## src/rtl/dcwa_pkg.sv

```systemverilog
// Package with the types and constants shared by the digital clock with alarm files.
package dcwa_pkg;

    typedef enum logic [1:0] {
        FUNC_TICK = 2'd0,
        FUNC_MODE = 2'd1,
        FUNC_INC  = 2'd2
    } func_t;

    typedef enum logic [1:0] {
        MODE_NORMAL      = 2'd0,
        MODE_SET_HOURS   = 2'd1,
        MODE_SET_MINUTES = 2'd2,
        MODE_SET_ALARM   = 2'd3
    } mode_t;

    typedef enum logic {
        CFG_DEBOUNCE     = 1'b0,
        CFG_ALARM_MINUTE = 1'b1
    } cfg_index_t;

    localparam int CFG_DATA_W = 16;

    localparam logic [4:0]  HOUR_LAST      = 5'd23;
    localparam logic [5:0]  MINUTE_LAST    = 6'd59;
    localparam logic [5:0]  SECOND_LAST    = 6'd59;
    localparam logic [15:0] DEBOUNCE_RESET = 16'd300;

    localparam int OUT_DATA_W = 24;

    typedef struct packed {
        logic [1:0]  func;
        logic [31:0] press_time;
    } event_t;

    typedef struct packed {
        logic [4:0] hours;
        logic [5:0] minutes;
        logic [5:0] seconds;
        logic [1:0] mode;
        logic       seconds_led;
        logic       setting_led;
        logic       alarm_match;
        logic       press_accepted;
    } result_t;

    typedef struct packed {
        logic in_valid;
        logic out_free;
        logic advance;
    } flow_t;

endpackage

```

## src/rtl/dcwa_in_stage.sv

```systemverilog
// Input register that captures one event word from the slave-side stream.
module dcwa_in_stage
(
    input  logic                 clk,
    input  logic                 rst_n,
    input  logic                 s_tvalid,
    output logic                 s_tready,
    input  logic [31:0]          s_tdata,
    input  logic [1:0]           s_tuser,
    input  logic                 advance,
    output logic                 in_valid,
    output dcwa_pkg::event_t     ev
);

    logic             in_valid_reg;
    logic             in_valid_next;
    dcwa_pkg::event_t ev_reg;

    assign s_tready = !in_valid_reg || advance;

    always_comb
    begin
        in_valid_next = in_valid_reg;
        if (s_tready)
        begin
            in_valid_next = s_tvalid;
        end
        else if (advance)
        begin
            in_valid_next = 1'b0;
        end
    end

    always_ff @(posedge clk or negedge rst_n)
    begin
        if (!rst_n)
        begin
            in_valid_reg <= 1'b0;
        end
        else
        begin
            in_valid_reg <= in_valid_next;
        end
    end

    always_ff @(posedge clk)
    begin
        if (s_tvalid && s_tready)
        begin
            ev_reg.func       <= s_tuser;
            ev_reg.press_time <= s_tdata;
        end
    end

    assign in_valid = in_valid_reg;
    assign ev       = ev_reg;

endmodule

```

## src/rtl/dcwa_core.sv

```systemverilog
// Clock, mode and alarm state with the single-pass update for one event.
module dcwa_core
(
    input  logic                            clk,
    input  logic                            rst_n,
    input  logic                            cfg_we,
    input  logic                            cfg_index,
    input  logic [dcwa_pkg::CFG_DATA_W-1:0] cfg_data,
    input  logic                            advance,
    input  dcwa_pkg::event_t                ev,
    output dcwa_pkg::result_t               result
);

    logic [4:0]      hour_reg;
    logic [4:0]      hour_next;
    logic [5:0]      minute_reg;
    logic [5:0]      minute_next;
    logic [5:0]      second_reg;
    logic [5:0]      second_next;
    dcwa_pkg::mode_t mode_reg;
    dcwa_pkg::mode_t mode_next;
    dcwa_pkg::mode_t mode_step;
    logic [4:0]      alarm_hour_reg;
    logic [4:0]      alarm_hour_next;
    logic [31:0]     last_press_reg;
    logic [31:0]     last_press_next;
    logic [15:0]     debounce_reg;
    logic [5:0]      alarm_minute_reg;

    logic [31:0]     gap;
    logic            is_press;
    logic            accepted;
    logic [4:0]      hour_inc;
    logic [5:0]      minute_inc;
    logic [4:0]      alarm_inc;

    assign gap      = ev.press_time - last_press_reg;
    assign is_press = (ev.func == dcwa_pkg::FUNC_MODE) || (ev.func == dcwa_pkg::FUNC_INC);
    assign accepted = is_press && (gap >= {16'd0, debounce_reg});

    assign hour_inc   = (hour_reg == dcwa_pkg::HOUR_LAST) ? 5'd0 : hour_reg + 5'd1;
    assign minute_inc = (minute_reg == dcwa_pkg::MINUTE_LAST) ? 6'd0 : minute_reg + 6'd1;
    assign alarm_inc  = (alarm_hour_reg == dcwa_pkg::HOUR_LAST) ? 5'd0
                      : alarm_hour_reg + 5'd1;

    always_comb
    begin
        unique case (mode_reg)
            dcwa_pkg::MODE_NORMAL:      mode_step = dcwa_pkg::MODE_SET_HOURS;
            dcwa_pkg::MODE_SET_HOURS:   mode_step = dcwa_pkg::MODE_SET_MINUTES;
            dcwa_pkg::MODE_SET_MINUTES: mode_step = dcwa_pkg::MODE_SET_ALARM;
            dcwa_pkg::MODE_SET_ALARM:   mode_step = dcwa_pkg::MODE_NORMAL;
            default:                    mode_step = dcwa_pkg::MODE_NORMAL;
        endcase
    end

    always_comb
    begin
        mode_next = mode_reg;
        if (accepted && (ev.func == dcwa_pkg::FUNC_MODE))
        begin
            mode_next = mode_step;
        end
    end

    always_comb
    begin
        hour_next       = hour_reg;
        minute_next     = minute_reg;
        second_next     = second_reg;
        alarm_hour_next = alarm_hour_reg;
        last_press_next = last_press_reg;
        if (accepted)
        begin
            last_press_next = ev.press_time;
        end
        unique case (ev.func)
            dcwa_pkg::FUNC_TICK:
            begin
                if (mode_reg == dcwa_pkg::MODE_NORMAL)
                begin
                    if (second_reg == dcwa_pkg::SECOND_LAST)
                    begin
                        second_next = 6'd0;
                        minute_next = minute_inc;
                        if (minute_reg == dcwa_pkg::MINUTE_LAST)
                        begin
                            hour_next = hour_inc;
                        end
                    end
                    else
                    begin
                        second_next = second_reg + 6'd1;
                    end
                end
            end
            dcwa_pkg::FUNC_INC:
            begin
                if (accepted)
                begin
                    if (mode_reg == dcwa_pkg::MODE_SET_HOURS)
                    begin
                        hour_next = hour_inc;
                    end
                    else if (mode_reg == dcwa_pkg::MODE_SET_MINUTES)
                    begin
                        minute_next = minute_inc;
                    end
                    else if (mode_reg == dcwa_pkg::MODE_SET_ALARM)
                    begin
                        alarm_hour_next = alarm_inc;
                    end
                end
            end
            default:
            begin
                hour_next = hour_reg;
            end
        endcase
    end

    always_ff @(posedge clk or negedge rst_n)
    begin
        if (!rst_n)
        begin
            hour_reg       <= 5'd0;
            minute_reg     <= 6'd0;
            second_reg     <= 6'd0;
            mode_reg       <= dcwa_pkg::MODE_NORMAL;
            alarm_hour_reg <= 5'd0;
            last_press_reg <= 32'd0;
        end
        else if (advance)
        begin
            hour_reg       <= hour_next;
            minute_reg     <= minute_next;
            second_reg     <= second_next;
            mode_reg       <= mode_next;
            alarm_hour_reg <= alarm_hour_next;
            last_press_reg <= last_press_next;
        end
    end

    always_ff @(posedge clk or negedge rst_n)
    begin
        if (!rst_n)
        begin
            debounce_reg     <= dcwa_pkg::DEBOUNCE_RESET;
            alarm_minute_reg <= 6'd0;
        end
        else if (cfg_we)
        begin
            unique case (dcwa_pkg::cfg_index_t'(cfg_index))
                dcwa_pkg::CFG_DEBOUNCE:     debounce_reg     <= cfg_data;
                dcwa_pkg::CFG_ALARM_MINUTE: alarm_minute_reg <= cfg_data[5:0];
                default:                    debounce_reg     <= debounce_reg;
            endcase
        end
    end

    always_comb
    begin
        result.hours          = hour_next;
        result.minutes        = minute_next;
        result.seconds        = second_next;
        result.mode           = mode_next;
        result.seconds_led    = second_next[0];
        result.setting_led    = (mode_next != dcwa_pkg::MODE_NORMAL);
        result.alarm_match    = (hour_next == alarm_hour_next)
                             && (minute_next == alarm_minute_reg);
        result.press_accepted = accepted;
    end

endmodule

```

## src/rtl/dcwa_out_stage.sv

```systemverilog
// Result register that holds one result word for the master-side stream.
module dcwa_out_stage
(
    input  logic                              clk,
    input  logic                              rst_n,
    input  logic                              advance,
    input  dcwa_pkg::result_t                 result,
    output logic                              out_free,
    output logic                              m_tvalid,
    input  logic                              m_tready,
    output logic [dcwa_pkg::OUT_DATA_W-1:0]   m_tdata
);

    logic              out_valid_reg;
    logic              out_valid_next;
    dcwa_pkg::result_t result_reg;

    assign out_free = !out_valid_reg || m_tready;

    always_comb
    begin
        out_valid_next = out_valid_reg;
        if (advance)
        begin
            out_valid_next = 1'b1;
        end
        else if (m_tready)
        begin
            out_valid_next = 1'b0;
        end
    end

    always_ff @(posedge clk or negedge rst_n)
    begin
        if (!rst_n)
        begin
            out_valid_reg <= 1'b0;
        end
        else
        begin
            out_valid_reg <= out_valid_next;
        end
    end

    always_ff @(posedge clk)
    begin
        if (advance)
        begin
            result_reg <= result;
        end
    end

    assign m_tvalid = out_valid_reg;
    assign m_tdata  = {1'b0,
                       result_reg.press_accepted,
                       result_reg.alarm_match,
                       result_reg.setting_led,
                       result_reg.seconds_led,
                       result_reg.mode,
                       result_reg.seconds,
                       result_reg.minutes,
                       result_reg.hours};

endmodule

```

## src/rtl/digital_clock_with_alarm_setting_top.sv

```systemverilog
// Top level of the digital clock with alarm hour setting.
// Each event word is registered on entry, processed combinationally against the clock, mode and
// alarm state, and its result word is registered on exit, so an event passes the input register
// and its result then the output register, and one event per cycle is sustained while the master side
// keeps m_tready high; the combinational state update in the core sets that rate. Configuration
// writes take effect on the next edge and are meant to be made while the block is idle.
module digital_clock_with_alarm_setting_top
(
    input  logic                            clk,
    input  logic                            rst_n,
    input  logic                            cfg_we,
    input  logic                            cfg_index,
    input  logic [dcwa_pkg::CFG_DATA_W-1:0] cfg_data,
    input  logic                            s_tvalid,
    output logic                            s_tready,
    // Fields from bit 0 up: press_time[31:0].
    input  logic [31:0]                     s_tdata,
    // Fields from bit 0 up: func[1:0].
    input  logic [1:0]                      s_tuser,
    output logic                            m_tvalid,
    input  logic                            m_tready,
    // Fields from bit 0 up: hours[4:0], minutes[10:5], seconds[16:11], mode[18:17],
    // seconds_led[19], setting_led[20], alarm_match[21], press_accepted[22], zero[23].
    output logic [dcwa_pkg::OUT_DATA_W-1:0] m_tdata
);

    dcwa_pkg::flow_t   flow;
    dcwa_pkg::event_t  ev;
    dcwa_pkg::result_t result;

    assign flow.advance = flow.in_valid && flow.out_free;

    dcwa_in_stage u_in_stage
    (
        .clk      (clk),
        .rst_n    (rst_n),
        .s_tvalid (s_tvalid),
        .s_tready (s_tready),
        .s_tdata  (s_tdata),
        .s_tuser  (s_tuser),
        .advance  (flow.advance),
        .in_valid (flow.in_valid),
        .ev       (ev)
    );

    dcwa_core u_core
    (
        .clk       (clk),
        .rst_n     (rst_n),
        .cfg_we    (cfg_we),
        .cfg_index (cfg_index),
        .cfg_data  (cfg_data),
        .advance   (flow.advance),
        .ev        (ev),
        .result    (result)
    );

    dcwa_out_stage u_out_stage
    (
        .clk      (clk),
        .rst_n    (rst_n),
        .advance  (flow.advance),
        .result   (result),
        .out_free (flow.out_free),
        .m_tvalid (m_tvalid),
        .m_tready (m_tready),
        .m_tdata  (m_tdata)
    );

endmodule

```

## config.mk

```make
export PLATFORM = sky130hd
export DESIGN_NAME = digital_clock_with_alarm_setting_top
export DESIGN_NICKNAME = d
export VERILOG_FILES = /design/src/rtl/dcwa_pkg.sv /design/src/rtl/dcwa_in_stage.sv /design/src/rtl/dcwa_core.sv /design/src/rtl/dcwa_out_stage.sv /design/src/rtl/digital_clock_with_alarm_setting_top.sv
export SDC_FILE = /design/constraint.sdc
export NUM_CORES = 1
export LEC_CHECK = 0
export BUFFER_PORTS_ARGS = -buffer_cell sky130_fd_sc_hd__buf_4
export CAP_MARGIN = 10
export CORE_MARGIN = 2
export CORE_UTILIZATION = 50
export DETAILED_ROUTE_END_ITERATION = 8
export PLACE_DENSITY_LB_ADDON = 0.2
export SLEW_MARGIN = 10
export SYNTH_ARGS = -nofsm -noshare
export SYNTH_HDL_FRONTEND = slang
export SYNTH_SLANG_ARGS = --single-unit
export TNS_END_PERCENT = 5
```

## constraint.sdc

```tcl
create_clock -name clk -period 10.1 [get_ports clk]
set_input_delay 2.02 -clock clk [delete_from_list [all_inputs] [get_ports clk]]
set_output_delay 2.02 -clock clk [all_outputs]
set_load 0.01 [all_outputs]
```

==> flow_metrics.py, run 1 <==
metrics = {
    "status": {
        "status": "finished, final reports clean",
    },
    "sta": {
        "timing.final.crit_share": 0.616,
        "hold_violations": 0,
        "report.final.slew_viol_count": 0,
        "rsz0062_at_grt": "no",
        "setup_violations": 0,
        "worst_pin_slew_ns": 1.03,
        "fin_crit_ns": 6.22,
        "setup_ws_ns": 3.88,
        "fin_tns_setup_ns": 0,
        "max-slew-margin-rel": 0.313,
        "hold_ws_ns": 0.485,
        "clock.fmax_mhz": 161,
        "finalClockSkew_ns": 0.0123,
    },
    "route": {
        "drt_first_pass_iters": 5,
        "vias": 6465,
        "via_per_inst": 5.51,
        "drtIter0Drc": 411,
        "routed_wl_mm": 17.9,
        "drc": 0,
        "drtAntennaViolNets": 0,
        "post_drt_wl_per_cell_um": 15.2,
    },
    "logic_synthesis": {
        "synth-xor-area-share": 0.0348,
        "ys_types": 76,
        "yosys-top-cells-area": "dfrtp_1, edfxtp_1, ha_1",
        "synth_area_leader_cell": "dfrtp_1",
        "yosys.area_share.simple": 0.154,
        "synth_top_family_by_area": "compound AO/OA/AOI/OAI gates",
        "synthAdderAreaFrac": 0.0914,
        "ys_seq_area_frac": 0.445,
        "synth_top_cells_by_count": "nand2_1, o21ai_0, dfrtp_1",
        "synth.area.mux_share": 0.0394,
        "netlist_area_um2": 8300,
        "synth_compound_area_frac": 0.182,
        "synth_cells": 873,
        "syn_avg_cell_area_um2": 9.50,
        "async_flop_share": 0.588,
        "synth.net_count": 989,
        "synth-seq-cells": 136,
        "yosys_warnings": 0,
        "synth_edf_count": 56,
        "yosys.area.top_type_share": 0.229,
        "synth-main-ff-cell": "dfrtp_1",
        "yosysMostFrequentCell": "nand2_1",
    },
    "die": {
        "row_count": 47,
        "core_um2": 16400,
        "fp.dieArea_um2": 17600,
        "die_w_um": 133,
        "fp.dieH_um": 133,
        "ioPinCount": 82,
        "start_util": 0.506,
    },
    "worst_setup_path": {
        "cp.required_ns": 10.28,
        "start_kind": "flop",
        "critPathArrivalTime_ns": 6.40,
        "crit_fanout": 19,
        "critical_path_class": "reg -> reg",
        "endpoint_kind": "flop",
    },
    "clocking": {
        "insertion_delay_ns": 0.43,
        "clk_path_buf_depth": 2,
        "htree_levels": 4,
        "cts_root_buffer": "clkbuf_16",
        "cts_buffers": 17,
        "cts_sinks": 136,
        "cts.clk_slew.worst_paths_ns": 0.06,
        "cts_tree": "yes",
        "cts-resized-gates": 0,
        "post-cts-setup-buffers": 0,
        "cts_hold_buffers": 0,
    },
    "run": {
        "drv_cap": 0,
    },
    "pwr": {
        "p_leak_uw": 0.00422,
        "ir_drop_v": 0.000148,
        "powerDensity_nw_per_um2": 228,
    },
    "placement": {
        "pre_cts_slack_ns": 3.90,
        "io_buffer_count": 80,
        "routabilityCongestion": 0.920,
        "dpl.hpwl_mm": 12.9,
    },
    "cells_and_area": {
        "largest_reg_flops": 34,
        "drive_above_1_share": 0.162,
        "n_antenna_cell": 0,
        "nets": 1056,
        "syn_to_final_growth_pct": 17.3,
        "fillers": 1410,
    },
    "global_routing": {
        "grt-ovfl-total": 0,
        "antenna_found_initial": 0,
        "grt_pass1_wl_mm": 30.0,
        "grt_max_degree": 80,
        "grtUsageTotal": 0.212,
        "grt_pass1_vias": 6053,
    },
    "hold_path": {
        "hold_class": "reg -> reg",
    },
}
## worst paths after layout
check / start / end / slack, ns / cells after the start
min in group asynchronous: rst_n / u_core.last_press_reg[5]$_DFFE_PN0P_ / 1.36 / 1
max reg2reg: u_in_stage.ev[1]$_DFFE_PP_ / u_out_stage.m_tdata[21]$_DFFE_PP_ / 3.88 / 21
min reg2reg: u_in_stage.ev[24]$_DFFE_PP_ / u_core.last_press_reg[24]$_DFFE_PN0P_ / 0.49 / 2
max: u_in_stage.ev[1]$_DFFE_PP_ / u_out_stage.m_tdata[21]$_DFFE_PP_ / 3.88 / 21
max in group asynchronous: rst_n / u_core.hour_reg[1]$_DFFE_PN0P_ / 7.55 / 2
min: u_in_stage.ev[24]$_DFFE_PP_ / u_core.last_press_reg[24]$_DFFE_PN0P_ / 0.49 / 2
## cells in the final DEF (no fill, tap or decap), types with 12 or more instances in the layout
cell	n
nand3_1	16
edfxtp_1	56
nand4_1	13
ha_1	59
nor2_1	33
xor2_1	15
nor3_1	17
clkbuf_16	17
buf_4	85
dfrtp_1	76
inv_1	75
nand2_1	118
o21ai_0	98
xnor2_1	18
mux2_2	21
a21oi_1	49
a21o_1	12
## stage by stage
step	total power (uW)	util	cells	instance area, um2
global route	2370	0.593	1173	9730
floorplan	1310	-	873	8300
finish	2220	0.593	1173	9730
detailed placement	1510	0.552	1141	9050
CTS	2230	0.593	1173	9730
global placement	1500	0.552	1141	9050
## routing by layer
| layer | part of all wire | wire length (um) | vias to the layer above | GRT usage |
|---|---|---|---|---|
| met3 | 0.041 | 740 | 21 | 0.0448 |
| met4 | 0.014 | 257 | 0 | 0.0609 |
| met5 | 0 | 0 | - | 0 |
| met2 | 0.48 | 8600 | 147 | 0.350 |
| met1 | 0.46 | 8290 | 3035 | 0.284 |
| li1 | - | - | 3262 | - |
## cells by family after synthesis
group / count (synthesis)
AOI/OAI and AO/OA: 239
xor gates and xnor gates: 33
adders and majority gates: 60
buffers and inverters: 113
DFF: 136
muxes: 30
other: 1
and+or+nand+nor: 261
## worst max-delay path, cell delays in order, from the launching register on
cell and delay, ns:
edfxtp_1 0.43, ha_1 0.30, nor2b_1 0.18, o2111ai_1 0.19
a2111oi_2 0.50, or2_0 0.34, a21o_1 0.16, a21oi_1 0.07
xnor2_1 0.14, ha_1 0.29, nand4_1 0.10, a21oi_1 0.06
a2111oi_0 0.33, and4b_1 0.23, o311ai_0 0.11, or4_4 0.57
nor3_4 0.59, mux2_2 0.40, a222oi_1 0.56, xnor2_1 0.18
nor3_1 0.07, and4_1 0.17
## power by group
group | internal [uW] | switching (uW)
sequential | 677 | 57.8
clock | 465 | 244
combinational | 322 | 454
total | 1460 | 756
## final cells by class
cell class | instances | area (um2) | area share
clock inverter | 14 | 244 | 0.0251
clock buffer | 18 | 429 | 0.0441
sequential | 136 | 3690 | 0.379
timing repair buffer | 85 | 638 | 0.0656
inverter | 76 | 285 | 0.0293
tap | 220 | 275 | 0.0283
multi-input combinational | 624 | 4170 | 0.428
Power figures use the tool's default switching activity.
==> run 2: changes to the inputs <==
--- a/config.mk
+++ b/config.mk
@@ -5,6 +5,7 @@
 export SDC_FILE = /design/constraint.sdc
 export NUM_CORES = 1
 export LEC_CHECK = 0
+export ABC_AREA = 1
 export BUFFER_PORTS_ARGS = -buffer_cell sky130_fd_sc_hd__buf_4
 export CAP_MARGIN = 10
 export CORE_MARGIN = 2
==> constraint.sdc (replaced) <==
create_clock -name clk -period 5.8 [get_ports clk]
set_input_delay 1.16 -clock clk [delete_from_list [all_inputs] [get_ports clk]]
set_output_delay 1.16 -clock clk [all_outputs]
set_load 0.01 [all_outputs]
==> run 2 against run 1 <==
Against the previous run:
- total power up 110%
- first-iteration DRC count increased by 45%
- utilization shrank 1.7 points
- maximum frequency increased by 42%
- sequential power increased by 89%
- critical path type unchanged
- via count is 27% higher
- largest power group unchanged
- sequential share of layout area shrank 3.5 points
- die area up 13%
- final area increased by 10%
- clock-buffer cell count is 1 higher
- sequential cell count unchanged
==> flow_metrics.py, run 2 <==
metrics = {
    "logic_synthesis": {
        "synth_area_leader_cell": "dfrtp_1",
        "netlist_area_um2": 9380,
        "synth-main-ff-cell": "dfrtp_1",
        "synth_edf_count": 56,
        "async_flop_share": 0.588,
        "syn_avg_cell_area_um2": 7.06,
        "ys_seq_area_frac": 0.393,
        "ys_types": 49,
        "yosysMostFrequentCell": "nand2_1",
        "synth.net_count": 1443,
        "synth_cells": 1327,
        "synth-seq-cells": 136,
        "yosys.area.top_type_share": 0.203,
        "yosys-top-cells-area": "dfrtp_1, edfxtp_1, nand2_1",
        "yosys_warnings": 0,
        "synth_top_cells_by_count": "nand2_1, inv_1, nor2_1",
    },
    "cells_and_area": {
        "largest_reg_flops": 34,
        "nets": 1519,
        "fillers": 1786,
        "syn_to_final_growth_pct": 14.2,
        "layout_commonest_cell": "nand2_1",
        "drive_above_1_share": 0.123,
        "final_area_um2": 10700,
        "seqCellArea_um2": 3690,
        "final_cell_mix": "nand2_1, inv_1, nor2_1",
        "n_antenna_cell": 0,
        "multi_input_area_um2": 4550,
    },
    "sta": {
        "max-slew-margin-rel": 0.353,
        "fin_tns_setup_ns": 0,
        "setup_violations": 0,
        "finalClockSkew_ns": 0.0128,
        "timing.final.crit_share": 0.755,
        "report.final.slew_viol_count": 0,
        "worst_pin_slew_ns": 0.968,
        "rsz0062_at_grt": "no",
        "fin_crit_ns": 4.38,
        "clock.fmax_mhz": 228,
        "hold_violations": 0,
        "setup_ws_ns": 1.42,
    },
    "run": {
        "drv_cap": 0,
    },
    "global_routing": {
        "grt_pass1_vias": 7496,
        "grtUsageTotal": 0.234,
        "grt-ovfl-total": 0,
        "grt_max_degree": 51,
        "grt_pass1_wl_mm": 36.9,
        "antenna_found_initial": 0,
    },
    "worst_setup_path": {
        "critPathArrivalTime_ns": 4.72,
        "reg2reg_from": "u_in_stage.ev[0]$_DFFE_PP_",
        "max_stage_delay_ns": 0.47,
        "r2r-end": "u_core.last_press_reg[20]$_DFFE_PN0P_",
        "r2r_cells": 26,
        "critical_path_class": "reg -> reg",
        "start_kind": "flop",
        "endpoint_kind": "flop",
        "cp.required_ns": 6.14,
        "reg2reg_slack_ns": 1.42,
        "crit_slowest_cell": "nand2_2",
        "cpMostUsedCell": "nand2_1",
        "crit_fanout": 32,
    },
    "route": {
        "vias": 8215,
        "drc": 0,
        "post_drt_wl_per_cell_um": 13.5,
        "drtAntennaViolNets": 0,
        "drtIter0Drc": 596,
        "routed_wl_mm": 22.3,
        "drt_first_pass_iters": 5,
        "via_per_inst": 4.98,
    },
    "placement": {
        "dpl.hpwl_mm": 17.1,
        "place_area_um2": 10200,
        "pre_cts_slack_ns": 1.44,
        "io_buffer_count": 80,
        "routabilityCongestion": 0.950,
    },
    "clocking": {
        "cts.clk_slew.worst_paths_ns": 0.06,
        "post-cts-setup-buffers": 0,
        "clk_path_buf_depth": 2,
        "cts_root_buffer": "clkbuf_16",
        "cts_hold_buffers": 0,
        "htree_levels": 4,
        "cts_tree": "yes",
        "cts_buffers": 17,
        "cts-resized-gates": 0,
        "insertion_delay_ns": 0.43,
        "cts_sinks": 136,
    },
    "die": {
        "row_count": 50,
        "die_w_um": 141,
        "core_um2": 18600,
        "start_util": 0.505,
        "fp.dieArea_um2": 19900,
        "fp.dieH_um": 141,
        "ioPinCount": 82,
    },
    "pwr": {
        "ir_drop_v": 0.000230,
        "power_uw": 4600,
        "p_leak_uw": 0.00582,
        "powerDensity_nw_per_um2": 430,
    },
    "hold_path": {
        "worst_hold_path.num_cells": 2,
        "hold_path_end": "u_core.debounce_reg[8]$_DFFE_PN1P_",
        "hold_class": "reg -> reg",
        "hp-start": "u_core.debounce_reg[8]$_DFFE_PN1P_",
    },
    "status": {
        "status": "finished, final reports clean",
    },
}
run 2: cell count changes after synthesis, moves of 18 or more:
cell / delta
inv_1: +175
nor2_1: +73
nand2_1: +299
o21ai_0: -23
nand3_1: +51
mux2_2: -20
a21oi_1: +18
run 2: critical path, delay by kind of cell, from the launching register on:
| kind | cells | cell delay [ns] |
|---|---|---|
| and+or+nand+nor | 16 | 1.98 |
| xor gates and xnor gates | 1 | 0.16 |
| adders and majority gates | 3 | 0.87 |
| AOI/OAI and AO/OA | 2 | 0.30 |
| buffers and inverters | 4 | 0.64 |
| DFF | 1 | 0.33 |
run 2: logic make-up after synthesis:
kind of cell | share of synthesized area
other | 0.000400
AO/OA/AOI/OAI | 0.0859
XOR/XNOR | 0.0159
adder cells (fa/ha/maj) | 0.0809
buffers and inverters | 0.121
flip-flops | 0.393
AND/OR/NAND/NOR | 0.300
multiplexers | 0.00227
run 2: how the worst max path moves through the flow:
stage,startpoint,endpoint,slack (ns),cells past startpoint
after floorplan,u_core.last_press_reg[0]$_DFFE_PN0P_,u_out_stage.m_tdata[21]$_DFFE_PP_,2.36,31
after detailed placement,u_in_stage.ev[0]$_DFFE_PP_,u_core.last_press_reg[27]$_DFFE_PN0P_,1.44,26
after global routing,u_in_stage.ev[5]$_DFFE_PP_,u_core.last_press_reg[30]$_DFFE_PN0P_,0.93,25
after global placement,u_core.last_press_reg[0]$_DFFE_PN0P_,u_core.last_press_reg[29]$_DFFE_PN0P_,1.55,25
final,u_in_stage.ev[0]$_DFFE_PP_,u_core.last_press_reg[20]$_DFFE_PN0P_,1.42,26
after CTS,u_in_stage.ev[0]$_DFFE_PP_,u_core.last_press_reg[20]$_DFFE_PN0P_,1.41,26
run 2: report_power, final:
group	switching [uW]	internal, uW
registers	144	1240
clock network	449	560
logic	1410	795
run 2: per-stage QoR:
| step | util | hold WS, ns | instances |
|---|---|---|---|
| finish | 0.576 | 0.494 | 1650 |
| global route | 0.576 | 0.509 | 1650 |
| CTS | 0.576 | 0.495 | 1650 |
| detailed placement | 0.547 | 0.477 | 1618 |
| global placement | 0.547 | 0.470 | 1618 |
| floorplan | - | 0.453 | 1327 |
run 2: final cells by class:
type                    instances  share of cell area
clock buffers                  19              0.0414
clock inverters                13             0.00888
inverters                     264              0.0926
multi-input cells             899               0.426
flip-flops and latches        136               0.345
well taps                     234              0.0274
repair buffers                 85              0.0596
run 2: metal layers:
metal	vias up	global-route usage	share of wire
met5	-	0	0
met4	0	0.0737	0.019
met3	25	0.0428	0.052
met2	224	0.356	0.43
met1	3678	0.340	0.49
li1	4288	-	-
==> run 3: changes to the inputs <==
==> constraint.sdc (replaced) <==
create_clock -name clk -period 4.46 [get_ports clk]
set_input_delay 0.892 -clock clk [delete_from_list [all_inputs] [get_ports clk]]
set_output_delay 0.892 -clock clk [all_outputs]
set_load 0.01 [all_outputs]
==> run 3 against run 2 <==
Against the previous run:
- critical path depth rose by 3
- die area did not move
- clock power rose by 49%
==> flow_metrics.py, run 3 (synthesis gave the netlist of run 2 again) <==
metrics = {
    "status": {
        "status": "finished, final reports clean",
    },
    "route": {
        "drtIter0Drc": 623,
        "routed_wl_mm": 22.4,
        "drc": 0,
        "drt_first_pass_iters": 5,
        "vias": 8200,
        "via_per_inst": 4.97,
        "drtAntennaViolNets": 0,
        "post_drt_wl_per_cell_um": 13.6,
    },
    "global_routing": {
        "antenna_found_initial": 0,
        "grt_max_degree": 63,
        "grt_pass1_vias": 7578,
        "grt-ovfl-total": 0,
        "grtUsageMet3": 0.0391,
        "use_met2": 0.378,
        "top_usage_layer": "met2",
        "grtUsageTotal": 0.237,
        "grtUsageMet1": 0.340,
        "grt_pass1_wl_mm": 37.5,
    },
    "die": {
        "start_util": 0.505,
        "ioPinCount": 82,
        "fp.dieH_um": 141,
        "fp.dieArea_um2": 19900,
        "row_count": 50,
        "die_w_um": 141,
        "core_um2": 18600,
    },
    "cells_and_area": {
        "n_antenna_cell": 0,
        "nets": 1520,
        "syn_to_final_growth_pct": 15.4,
        "drive_above_1_share": 0.124,
        "final_cell_mix": "nand2_1, inv_1, nor2_1",
        "final_util": 0.582,
        "largest_reg_flops": 34,
        "layout_commonest_cell": "nand2_1",
    },
    "sta": {
        "max-slew-margin-rel": 0.342,
        "timing.final.crit_share": 0.913,
        "finalClockSkew_ns": 0.0103,
        "setup_violations": 0,
        "hold_violations": 0,
        "clock.fmax_mhz": 245,
        "fin_tns_setup_ns": 0,
        "report.final.slew_viol_count": 0,
        "fin_crit_ns": 4.07,
        "rsz0062_at_grt": "no",
        "worst_pin_slew_ns": 0.984,
    },
    "worst_setup_path": {
        "cpMostUsedCell": "nand2_1",
        "critical_path_class": "reg -> reg",
        "endpoint_kind": "flop",
        "cp.required_ns": 4.64,
        "crit_fanout": 16,
        "critPathArrivalTime_ns": 4.25,
        "crit_slowest_cell": "fa_1",
        "max_stage_delay_ns": 0.41,
        "start_kind": "flop",
        "r2r_cells": 29,
    },
    "clocking": {
        "post-cts-setup-buffers": 0,
        "insertion_delay_ns": 0.42,
        "clk_path_buf_depth": 2,
        "cts.clk_slew.worst_paths_ns": 0.06,
        "cts_sinks": 136,
        "cts_tree": "yes",
        "cts_root_buffer": "clkbuf_16",
        "htree_levels": 4,
        "cts_buffers": 17,
        "cts_hold_buffers": 0,
    },
    "hold_path": {
        "hold_class": "reg -> reg",
        "worst_hold_path.num_cells": 2,
    },
    "placement": {
        "io_buffer_count": 80,
        "routabilityCongestion": 0.921,
        "dpl.hpwl_mm": 17.1,
    },
    "run": {
        "drv_cap": 0,
    },
    "pwr": {
        "p_leak_uw": 0.00588,
        "powerDensity_nw_per_um2": 575,
        "ir_drop_v": 0.000311,
    },
}
==> run 3: cell count changes in the layout (fill, tap and decap cells not counted), moves of 2 or more <==
cell | before | now
inv_6 | 4 | 6
clkinvlp_4 | 6 | 3
bufinv_16 | 0 | 3
clkinv_2 | 3 | 0
==> run 3: worst paths after layout <==
path	slack, ns	end	startpoint
setup / recovery	0.39	u_out_stage.m_tdata[21]$_DFFE_PP_	u_core.last_press_reg[0]$_DFFE_PN0P_
hold / removal	0.49	u_core.debounce_reg[4]$_DFFE_PN0P_	u_core.debounce_reg[4]$_DFFE_PN0P_
setup reg to reg	0.39	u_out_stage.m_tdata[21]$_DFFE_PP_	u_core.last_press_reg[0]$_DFFE_PN0P_
hold reg to reg	0.49	u_core.debounce_reg[4]$_DFFE_PN0P_	u_core.debounce_reg[4]$_DFFE_PN0P_
max in group asynchronous	3.04	u_core.debounce_reg[8]$_DFFE_PN1P_	rst_n
min in group asynchronous	0.52	u_core.hour_reg[2]$_DFFE_PN0P_	rst_n
==> run 3: metrics by stage <==
step | total power (uW) | setup WS, ns | cell area [um2] | hold slack (ns) | std cells
5_1_grt | 6780 | 0.00603 | 10800 | 0.512 | 1651
2_1_floorplan | 3940 | 1.02 | 9380 | 0.453 | 1327
6_report | 6220 | 0.387 | 10800 | 0.491 | 1651
3_5_place_dp | 4710 | 0.353 | 10200 | 0.480 | 1619
3_3_place_gp | 4660 | 0.341 | 10200 | 0.472 | 1619
4_1_cts | 6240 | 0.338 | 10800 | 0.495 | 1651
==> run 3: timing repair <==
action / CTS / global route
setup endpoints to repair: 0 / 1
gates resized for setup: 0 / 1
hold endpoints to repair: 0 / 0
==> run 3: cell type report <==
cell class                      instances  area, um2
Sequential cell                       136       3690
Clock buffer                           18        439
Inverter                              264        991
Clock inverter                         14        185
Tap cell                              234        293
Multi-Input combinational cell        899       4560
Fill cell                            1771       7760
Timing Repair Buffer                   86        658
==> run 3: routing by layer <==
metal  wire [um]  up-vias
li1            -     4289
met1       10900     3688
met4         250        0
met3        1260       19
met2        9970      204
met5           0        -
==> run 3: where the power goes <==
group,internal [uW],total [uW],switching (uW)
Combinational,1040,2910,1870
Sequential,1620,1810,190
Clock,910,1500,594
==> run 3: critical path: cells and delay by family (launching register included) <==
| family | cells | cell delay (ns) |
|---|---|---|
| flops | 1 | 0.38 |
| compound gates | 1 | 0.18 |
| simple gates | 23 | 2.09 |
| buf+inv | 1 | 0.14 |
| fa+ha+maj | 3 | 0.87 |
| xor+xnor | 1 | 0.19 |
